## config.mk

```make
export PLATFORM = sky130hd
export DESIGN_NAME = wide_magnitude_alu_96_unit
export DESIGN_NICKNAME = d
export VERILOG_FILES = /design/src/rtl/wmalu_pkg.sv /design/src/rtl/wmalu_ctrl.sv /design/src/rtl/wmalu_dp.sv /design/src/rtl/wide_magnitude_alu_96_unit.sv
export SDC_FILE = /design/constraint.sdc
export NUM_CORES = 2
export LEC_CHECK = 0
export BUFFER_PORTS_ARGS = -buffer_cell sky130_fd_sc_hd__buf_2
export CORE_AREA = 2 2 419 504
export CTS_BUF_LIST = sky130_fd_sc_hd__clkbuf_8
export DETAILED_ROUTE_END_ITERATION = 10
export DIE_AREA = 0 0 421 506
export GPL_ROUTABILITY_DRIVEN = 0
export PLACE_DENSITY = 0.37
export SYNTH_ARGS = -nofsm -noshare
export SYNTH_HDL_FRONTEND = slang
export SYNTH_SLANG_ARGS = --single-unit
```

## constraint.sdc

```tcl
create_clock -name clk -period 13.3 [get_ports clk]
set_input_delay 1.33 -clock clk [delete_from_list [all_inputs] [get_ports clk]]
set_output_delay 1.33 -clock clk [all_outputs]
set_load 0.01 [all_outputs]
```

## src/rtl/wmalu_pkg.sv

```systemverilog
// ----------------------------------------------------------------------------
// wmalu_pkg: shared definitions for the wide magnitude ALU
// Operation codes, comparison codes, field widths and the command and status
// bundles that join the controller and the datapath.
// ----------------------------------------------------------------------------
package wmalu_pkg;

  // Field widths of the split operand ports
  localparam int LOW_W  = 64;
  localparam int HIGH_W = 32;
  localparam int FLD_W  = LOW_W + HIGH_W;

  // Operation codes
  localparam logic [1:0] FN_ADD = 2'd0;
  localparam logic [1:0] FN_SUB = 2'd1;
  localparam logic [1:0] FN_MUL = 2'd2;
  localparam logic [1:0] FN_DIV = 2'd3;

  // Magnitude comparison codes
  localparam logic [1:0] ORD_EQ = 2'd0;
  localparam logic [1:0] ORD_GT = 2'd1;
  localparam logic [1:0] ORD_LT = 2'd2;

  // Controller to datapath commands
  typedef struct packed {
    logic load;   // capture a new transaction's operands
    logic step;   // one add/subtract, or one multiply or divide iteration
    logic store;  // move the finished result into the output register
  } cmd_t;

  // Datapath to controller status
  typedef struct packed {
    logic long_op;  // operation at the input needs one iteration per bit
  } status_t;

endpackage

```

## src/rtl/wmalu_ctrl.sv

```systemverilog
// ----------------------------------------------------------------------------
// wmalu_ctrl: sequencing controller
// Accepts one transaction at a time, counts iterations and hands the result
// to the output register when that register is free.
// ----------------------------------------------------------------------------
module wmalu_ctrl #(
  parameter int WIDTH = 96
) (
  input  logic               clk,
  input  logic               rst,
  input  logic               in_valid,
  output logic               in_ready,
  output logic               out_valid,
  input  logic               out_ready,
  input  wmalu_pkg::status_t status,
  output wmalu_pkg::cmd_t    cmd
);

  localparam int CW = $clog2(WIDTH + 1);

  localparam logic [1:0] S_IDLE = 2'd0;
  localparam logic [1:0] S_RUN  = 2'd1;
  localparam logic [1:0] S_FIN  = 2'd2;

  logic [1:0]    state, state_next;
  logic [CW-1:0] count, count_next;
  logic          out_valid_next;
  logic          accept;

  assign in_ready = (state == S_IDLE);
  assign accept   = in_valid && in_ready;

  // Next state, iteration count and commands
  always_comb begin
    state_next = state;
    count_next = count;
    cmd        = '0;
    unique case (state)
      S_IDLE: begin
        if (accept) begin
          cmd.load   = 1'b1;
          count_next = status.long_op ? CW'(WIDTH) : CW'(1);
          state_next = S_RUN;
        end
      end
      S_RUN: begin
        cmd.step   = 1'b1;
        count_next = count - CW'(1);
        if (count == CW'(1)) begin
          state_next = S_FIN;
        end
      end
      S_FIN: begin
        if (!out_valid || out_ready) begin
          cmd.store  = 1'b1;
          state_next = S_IDLE;
        end
      end
      default: begin
        state_next = S_IDLE;
      end
    endcase
  end

  // Output valid: set by a store, cleared when the result is taken
  always_comb begin
    priority if (cmd.store) begin
      out_valid_next = 1'b1;
    end else if (out_ready) begin
      out_valid_next = 1'b0;
    end else begin
      out_valid_next = out_valid;
    end
  end

  always_ff @(posedge clk) begin
    if (rst) begin
      state     <= S_IDLE;
      count     <= '0;
      out_valid <= 1'b0;
    end else begin
      state     <= state_next;
      count     <= count_next;
      out_valid <= out_valid_next;
    end
  end

`ifndef SYNTHESIS
  a_accept_runs: assert property (@(posedge clk) disable iff (rst)
    accept |=> (state == S_RUN && count != '0))
    else $error("accepted transaction did not start with a nonzero count");

  a_run_count: assert property (@(posedge clk) disable iff (rst)
    (state == S_RUN) |-> (count != '0))
    else $error("iteration count reached zero while running");

  a_fin_holds: assert property (@(posedge clk) disable iff (rst)
    (state == S_FIN && out_valid && !out_ready) |=> (state == S_FIN && out_valid))
    else $error("finished result lost while output stalled");

  a_store_sets_valid: assert property (@(posedge clk) disable iff (rst)
    cmd.store |=> (out_valid && state == S_IDLE))
    else $error("store did not present a result");
`endif

endmodule

```

## src/rtl/wmalu_dp.sv

```systemverilog
// ----------------------------------------------------------------------------
// wmalu_dp: arithmetic datapath
// Operand and accumulator registers, one adder path per operation, shift
// registers for shift-and-add multiply and restoring divide, output register.
// ----------------------------------------------------------------------------
module wmalu_dp #(
  parameter int WIDTH = 96
) (
  input  logic               clk,
  input  wmalu_pkg::cmd_t    cmd,
  output wmalu_pkg::status_t status,
  input  logic [1:0]         func,
  input  logic [WIDTH-1:0]   a,
  input  logic [WIDTH-1:0]   b,
  output logic [WIDTH-1:0]   value,
  output logic [WIDTH-1:0]   rest,
  output logic               carry_out,
  output logic               div_zero,
  output logic [1:0]         order
);

  // Working registers
  logic [1:0]       func_r;
  logic [WIDTH-1:0] x, x_next;      // a, multiplicand part, or dividend/quotient
  logic [WIDTH-1:0] y, y_next;      // b, multiplier bits, or divisor
  logic [WIDTH-1:0] acc, acc_next;  // sum, difference or product
  logic [WIDTH-1:0] rem, rem_next;  // partial remainder
  logic             lost, lost_next;
  logic             cy, cy_next;
  logic             dz;
  logic [1:0]       ord;

  logic             b_zero;
  logic [WIDTH:0]   sum, diff, madd;
  logic [WIDTH-1:0] rs;
  logic [WIDTH+1:0] dsub;

  assign b_zero         = (b == '0);
  assign status.long_op = (func == wmalu_pkg::FN_MUL) ||
                          ((func == wmalu_pkg::FN_DIV) && !b_zero);

  // Arithmetic paths
  assign sum  = {1'b0, x} + {1'b0, y};
  assign diff = {1'b0, x} - {1'b0, y};
  assign madd = {1'b0, acc} + {1'b0, x};
  assign rs   = {rem[WIDTH-2:0], x[WIDTH-1]};
  assign dsub = {1'b0, rem[WIDTH-1], rs} - {2'b00, y};

  // One step of the selected operation
  always_comb begin
    x_next    = x;
    y_next    = y;
    acc_next  = acc;
    rem_next  = rem;
    lost_next = lost;
    cy_next   = cy;
    unique case (func_r)
      wmalu_pkg::FN_ADD: begin
        acc_next = sum[WIDTH-1:0];
        cy_next  = sum[WIDTH];
      end
      wmalu_pkg::FN_SUB: begin
        acc_next = diff[WIDTH-1:0];
        cy_next  = diff[WIDTH];
      end
      wmalu_pkg::FN_MUL: begin
        if (y[0]) begin
          acc_next = madd[WIDTH-1:0];
          cy_next  = cy | madd[WIDTH] | lost;
        end
        x_next    = {x[WIDTH-2:0], 1'b0};
        y_next    = {1'b0, y[WIDTH-1:1]};
        lost_next = lost | x[WIDTH-1];
      end
      wmalu_pkg::FN_DIV: begin
        if (dz) begin
          // zero divisor: quotient 0, remainder is the dividend
          rem_next = x;
          x_next   = '0;
        end else if (!dsub[WIDTH+1]) begin
          rem_next = dsub[WIDTH-1:0];
          x_next   = {x[WIDTH-2:0], 1'b1};
        end else begin
          rem_next = rs;
          x_next   = {x[WIDTH-2:0], 1'b0};
        end
      end
      default: begin
        x_next = x;
      end
    endcase
  end

  // Working registers: load or step
  always_ff @(posedge clk) begin
    if (cmd.load) begin
      func_r <= func;
      x      <= a;
      y      <= b;
      acc    <= '0;
      rem    <= '0;
      lost   <= 1'b0;
      cy     <= 1'b0;
      dz     <= (func == wmalu_pkg::FN_DIV) && b_zero;
      priority if (a == b) begin
        ord <= wmalu_pkg::ORD_EQ;
      end else if (a > b) begin
        ord <= wmalu_pkg::ORD_GT;
      end else begin
        ord <= wmalu_pkg::ORD_LT;
      end
    end else if (cmd.step) begin
      x    <= x_next;
      y    <= y_next;
      acc  <= acc_next;
      rem  <= rem_next;
      lost <= lost_next;
      cy   <= cy_next;
    end
  end

  // Output register
  always_ff @(posedge clk) begin
    if (cmd.store) begin
      value     <= (func_r == wmalu_pkg::FN_DIV) ? x : acc;
      rest      <= rem;
      carry_out <= cy;
      div_zero  <= dz;
      order     <= ord;
    end
  end

endmodule

```

## src/rtl/wide_magnitude_alu_96_unit.sv

```systemverilog
// ----------------------------------------------------------------------------
// wide_magnitude_alu_96_unit: 96-bit unsigned magnitude ALU
// Add, subtract, shift-and-add multiply and restoring divide with a
// three-way magnitude comparison of the operands delivered with every result.
// ----------------------------------------------------------------------------
// Usage:
//   Input channel (in_valid/in_ready) carries func and the split operands
//   a_low/a_high and b_low/b_high. Output channel (out_valid/out_ready)
//   carries value, remainder, carry/borrow/overflow, div_zero and order.
//   One result per input transaction, in order.
// Sequence (accept to result valid):
//   add, subtract, divide by zero: a single step, then a store.
//   multiply, divide: one step per operand bit, then a store; the iteration
//   counter steps the shared shift/add-subtract datapath once per bit.
// Occupancy: one transaction in flight; the next is accepted once the
//   result has moved to the output register.
// Stall: a finished result waits in the output register; the following
//   transaction may be accepted and computed meanwhile, and it then holds
//   until the output register is freed.
// Reset: rst (synchronous) empties the output register and returns the
//   controller to idle; no result is pending afterwards.
// ----------------------------------------------------------------------------
module wide_magnitude_alu_96_unit #(
  parameter int WIDTH = 96
) (
  input  logic                          clk,
  input  logic                          rst,
  input  logic                          in_valid,
  output logic                          in_ready,
  input  logic [1:0]                    func,
  input  logic [wmalu_pkg::LOW_W-1:0]   a_low,
  input  logic [wmalu_pkg::HIGH_W-1:0]  a_high,
  input  logic [wmalu_pkg::LOW_W-1:0]   b_low,
  input  logic [wmalu_pkg::HIGH_W-1:0]  b_high,
  output logic                          out_valid,
  input  logic                          out_ready,
  output logic [wmalu_pkg::LOW_W-1:0]   value_low,
  output logic [wmalu_pkg::HIGH_W-1:0]  value_high,
  output logic [wmalu_pkg::LOW_W-1:0]   rest_low,
  output logic [wmalu_pkg::HIGH_W-1:0]  rest_high,
  output logic                          carry_out,
  output logic                          div_zero,
  output logic [1:0]                    order
);

  localparam int EXT_W = WIDTH + wmalu_pkg::FLD_W;

  wmalu_pkg::cmd_t    cmd;
  wmalu_pkg::status_t status;

  logic [EXT_W-1:0] a_ext, b_ext, value_ext, rest_ext;
  logic [WIDTH-1:0] a, b, value, rest;

  // Operands: 96 input bits fitted to WIDTH (zero above bit 95)
  assign a_ext = {{WIDTH{1'b0}}, a_high, a_low};
  assign b_ext = {{WIDTH{1'b0}}, b_high, b_low};
  assign a     = a_ext[WIDTH-1:0];
  assign b     = b_ext[WIDTH-1:0];

  // Results: WIDTH bits fitted to the 96-bit output fields
  assign value_ext  = {{wmalu_pkg::FLD_W{1'b0}}, value};
  assign rest_ext   = {{wmalu_pkg::FLD_W{1'b0}}, rest};
  assign value_low  = value_ext[wmalu_pkg::LOW_W-1:0];
  assign value_high = value_ext[wmalu_pkg::FLD_W-1:wmalu_pkg::LOW_W];
  assign rest_low   = rest_ext[wmalu_pkg::LOW_W-1:0];
  assign rest_high  = rest_ext[wmalu_pkg::FLD_W-1:wmalu_pkg::LOW_W];

  wmalu_ctrl #(
    .WIDTH (WIDTH)
  ) u_ctrl (
    .clk       (clk),
    .rst       (rst),
    .in_valid  (in_valid),
    .in_ready  (in_ready),
    .out_valid (out_valid),
    .out_ready (out_ready),
    .status    (status),
    .cmd       (cmd)
  );

  wmalu_dp #(
    .WIDTH (WIDTH)
  ) u_dp (
    .clk       (clk),
    .cmd       (cmd),
    .status    (status),
    .func      (func),
    .a         (a),
    .b         (b),
    .value     (value),
    .rest      (rest),
    .carry_out (carry_out),
    .div_zero  (div_zero),
    .order     (order)
  );

endmodule

```

==> results.json <==
{
  "start_util_pct": 24.9,
  "p_leak_uw": 0.0244,
  "place_area_um2": 56500,
  "hold_violations": 0,
  "grt_max_degree": 94,
  "layout_setup_ws_ns": 7.42,
  "clk-insertion-delay-late_ns": 0.98,
  "skew_ns": 0.105,
  "portBuffers": 395,
  "violations": "max-capacitance violations, max-slew violations",
  "dr.pass1.iters": 6,
  "cp_max_fo": 63,
  "crit_chain": "inv_1 > ha_1 > nand4_1 > or4_1 > a21oi_1 > or3_4 > o2111a_1 > o211ai_2 > a2111o_1 > nand3_2 > nand2_4 > buf_4 > nor2_1 > nand3_1 > o21ai_0",
  "cp_top_family": "simple AND/OR/NAND/NOR gates",
  "drc": 0,
  "slew_headroom_pct": -0.714,
  "ys_async_sr_fraction_pct": 0,
  "cts_resized": 0,
  "drt-initial-drc-count": 4311,
  "syn_inst": 6434,
  "max_stage_delay_ns": 0.58,
  "seq_area_frac_synth_pct": 30.7,
  "ctsHoldBuffers": 0,
  "fin_crit_sh_pct": 44.2,
  "antenna_found_initial": 15,
  "cts_buffer_depth": 3,
  "cp_num_buf_inv": 2,
  "final_common_cell": "nand2_1",
  "synth_top_family_by_area": "compound AO/OA/AOI/OAI gates",
  "crit_path_start_kind": "flop",
  "critPathCaptureType": "flop",
  "status": "complete, but fails checks",
  "cts_tree": "built",
  "area_growth_pct": 14.2,
  "worst_slew_pin_slew_ns": 1.50,
  "vias_per_cell": 5.45,
  "gr-total-overflow": 0,
  "hpwl_um": 225000,
  "stdcell_area_um2": 59100,
  "post_synth_xor_area_fraction_pct": 4.06,
  "wirelength_um": 278000,
  "max_clock_freq_mhz": 170,
  "layout_common_cells": "nand2_1, a21oi_1, o21ai_0",
  "cts_buffers": 120,
  "synth_edf_count": 393,
  "synth_compound_area_share_pct": 27.6,
  "ant_nets": 0,
  "netlist_area_um2": 51800,
  "synthMuxAreaShare_pct": 2.49,
  "dp_slack_ns": 7.38,
  "power_density_nw_per_um2": 149,
  "rsz0062_at_grt": "no",
  "clock_sinks": 597,
  "hold_class": "reg2reg",
  "grt_pass1_wl_um": 385000,
  "clk_pin_slew_ns": 0.06,
  "ys_ff_latch": 597,
  "die_width_um": 421,
  "postCtsSetupBuffers": 0,
  "min_period_ns": 5.88,
  "rows": 184,
  "dieArea_um2": 213000,
  "tns_ns": 0,
  "crit_slowest_cell": "or4_1",
  "wl_per_cell_um": 29.0,
  "grt_usage_pct": 25.0,
  "peakVddDrop_uv": 93.2,
  "dieHeight_um": 506,
  "criticalPathCategory": "reg2reg",
  "cts-htree-levels": 3,
  "finalCoreUtilization_pct": 28.4,
  "ys_warn_count": 0,
  "num_vias": 52100,
  "drive_above_1_share_pct": 12.6,
  "synth_flop_cell": "edfxtp_1",
  "avgSynthCellArea_um2": 8.05,
  "cap_violations": 1,
  "synthAdderAreaFrac_pct": 11.9,
  "clock-root-buffer": "clkbuf_8",
  "syn_nets": 7121,
  "grt_pass1_vias": 52100,
  "layout.nets": 7343,
  "crit_required_ns": 13.97,
  "ys_types": 104,
  "final_max_slew_viol_count": 1,
  "setup_violations": 0,
  "synth_simple_gate_area_share_pct": 17.9,
  "arrival_ns": 6.55,
  "io-pin-count": 396,
  "core_area_um2": 208000
}
synth_stat cells (22+ instances only):
library cell / n / share of area, %
a21oi_1: 666 / 6.4
clkbuf_1: 324 / 2.3
or3_1: 23 / 0.28
dfxtp_1: 204 / 7.9
mux2_2: 96 / 2.1
xnor2_1: 165 / 2.8
nor2b_1: 54 / 0.65
a21boi_0: 22 / 0.32
nor3_1: 111 / 1.1
buf_1: 24 / 0.17
o211ai_1: 40 / 0.58
a31oi_1: 47 / 0.57
xor2_1: 75 / 1.3
edfxtp_1: 393 / 23
o22ai_1: 27 / 0.33
nand4_1: 154 / 1.9
a221oi_1: 61 / 1.0
nand2_1: 737 / 5.3
and3_1: 34 / 0.41
a211oi_1: 106 / 1.5
a22oi_1: 27 / 0.39
o21a_1: 50 / 0.72
a221o_1: 41 / 0.79
nor2_1: 467 / 3.4
ha_1: 485 / 12
o31ai_1: 51 / 0.74
a22o_1: 25 / 0.42
nand3_1: 199 / 1.9
inv_1: 353 / 2.6
o21ai_1: 79 / 0.76
o21bai_1: 120 / 1.7
nor4_1: 81 / 0.98
o221ai_1: 36 / 0.61
a21o_1: 177 / 2.6
o21ai_0: 509 / 4.9
nand2b_1: 50 / 0.60
state kept, by name, indices dropped and copies added (netlist names):
register          cells
u_dp.lost             1
u_dp.ord              2
u_dp.carry_out        1
u_dp.rem             96
u_dp.x               96
u_dp.dz               1
u_dp.func_r           2
u_dp.order            2
u_ctrl.count          7
u_ctrl.out_valid      1
u_dp.y               96
u_dp.acc             96
u_dp.rest            96
u_dp.value           96
u_dp.div_zero         1
u_ctrl.state          2
u_dp.cy               1
cell families after synthesis:
group | count (synthesis)
fa+ha+maj | 489
xor+xnor | 240
buf+inv | 736
mux | 117
compound gates | 2251
simple gates | 2004
flops | 597
per-stage QoR:
| step | cells | total power [uW] | hold WS (ns) |
|---|---|---|---|
| finish | 9559 | 8810 | 0.418 |
| global route | 9557 | 9310 | 0.441 |
| CTS | 9551 | 8900 | 0.422 |
| detailed placement | 9324 | 6690 | 0.411 |
| global placement | 9323 | 6710 | 0.404 |
| floorplan | 6434 | 5090 | 0.400 |
worst paths after layout:
check | start | to | slack, ns | depth (start not counted)
max | u_dp.y[16] | u_dp.x[0] | 7.42 | 15
min | u_dp.ord[0] | u_dp.order[0] | 0.42 | 0
max reg2reg | u_dp.y[16] | u_dp.x[0] | 7.42 | 15
min reg2reg | u_dp.ord[0] | u_dp.order[0] | 0.42 | 0
layout make-up:
type,count,area [um2]
fill,23000,149000
multi-input combinational,5101,33200
sequential,597,15900
tap,2790,3490
timing repair buffer,478,2600
clock buffer,137,1890
inverter,358,1350
clock inverter,90,683
antenna,8,20.0
layer usage:
metal  up-vias  global-route usage, %  share of wire [%]
li1      24300                      -                  -
met1     25400                   26.4                 36
met2      1904                   45.9                 51
met3       576                   2.92                4.5
met4        12                   18.3                8.3
met5         -                      0              0.025
power by group:
group / internal [uW] / total [uW] / switching, uW
registers: 2220 / 2500 / 285
logic: 1360 / 4190 / 2830
clock network: 1110 / 2120 / 1010
Note: power is estimated with default switching activity, not from simulation.
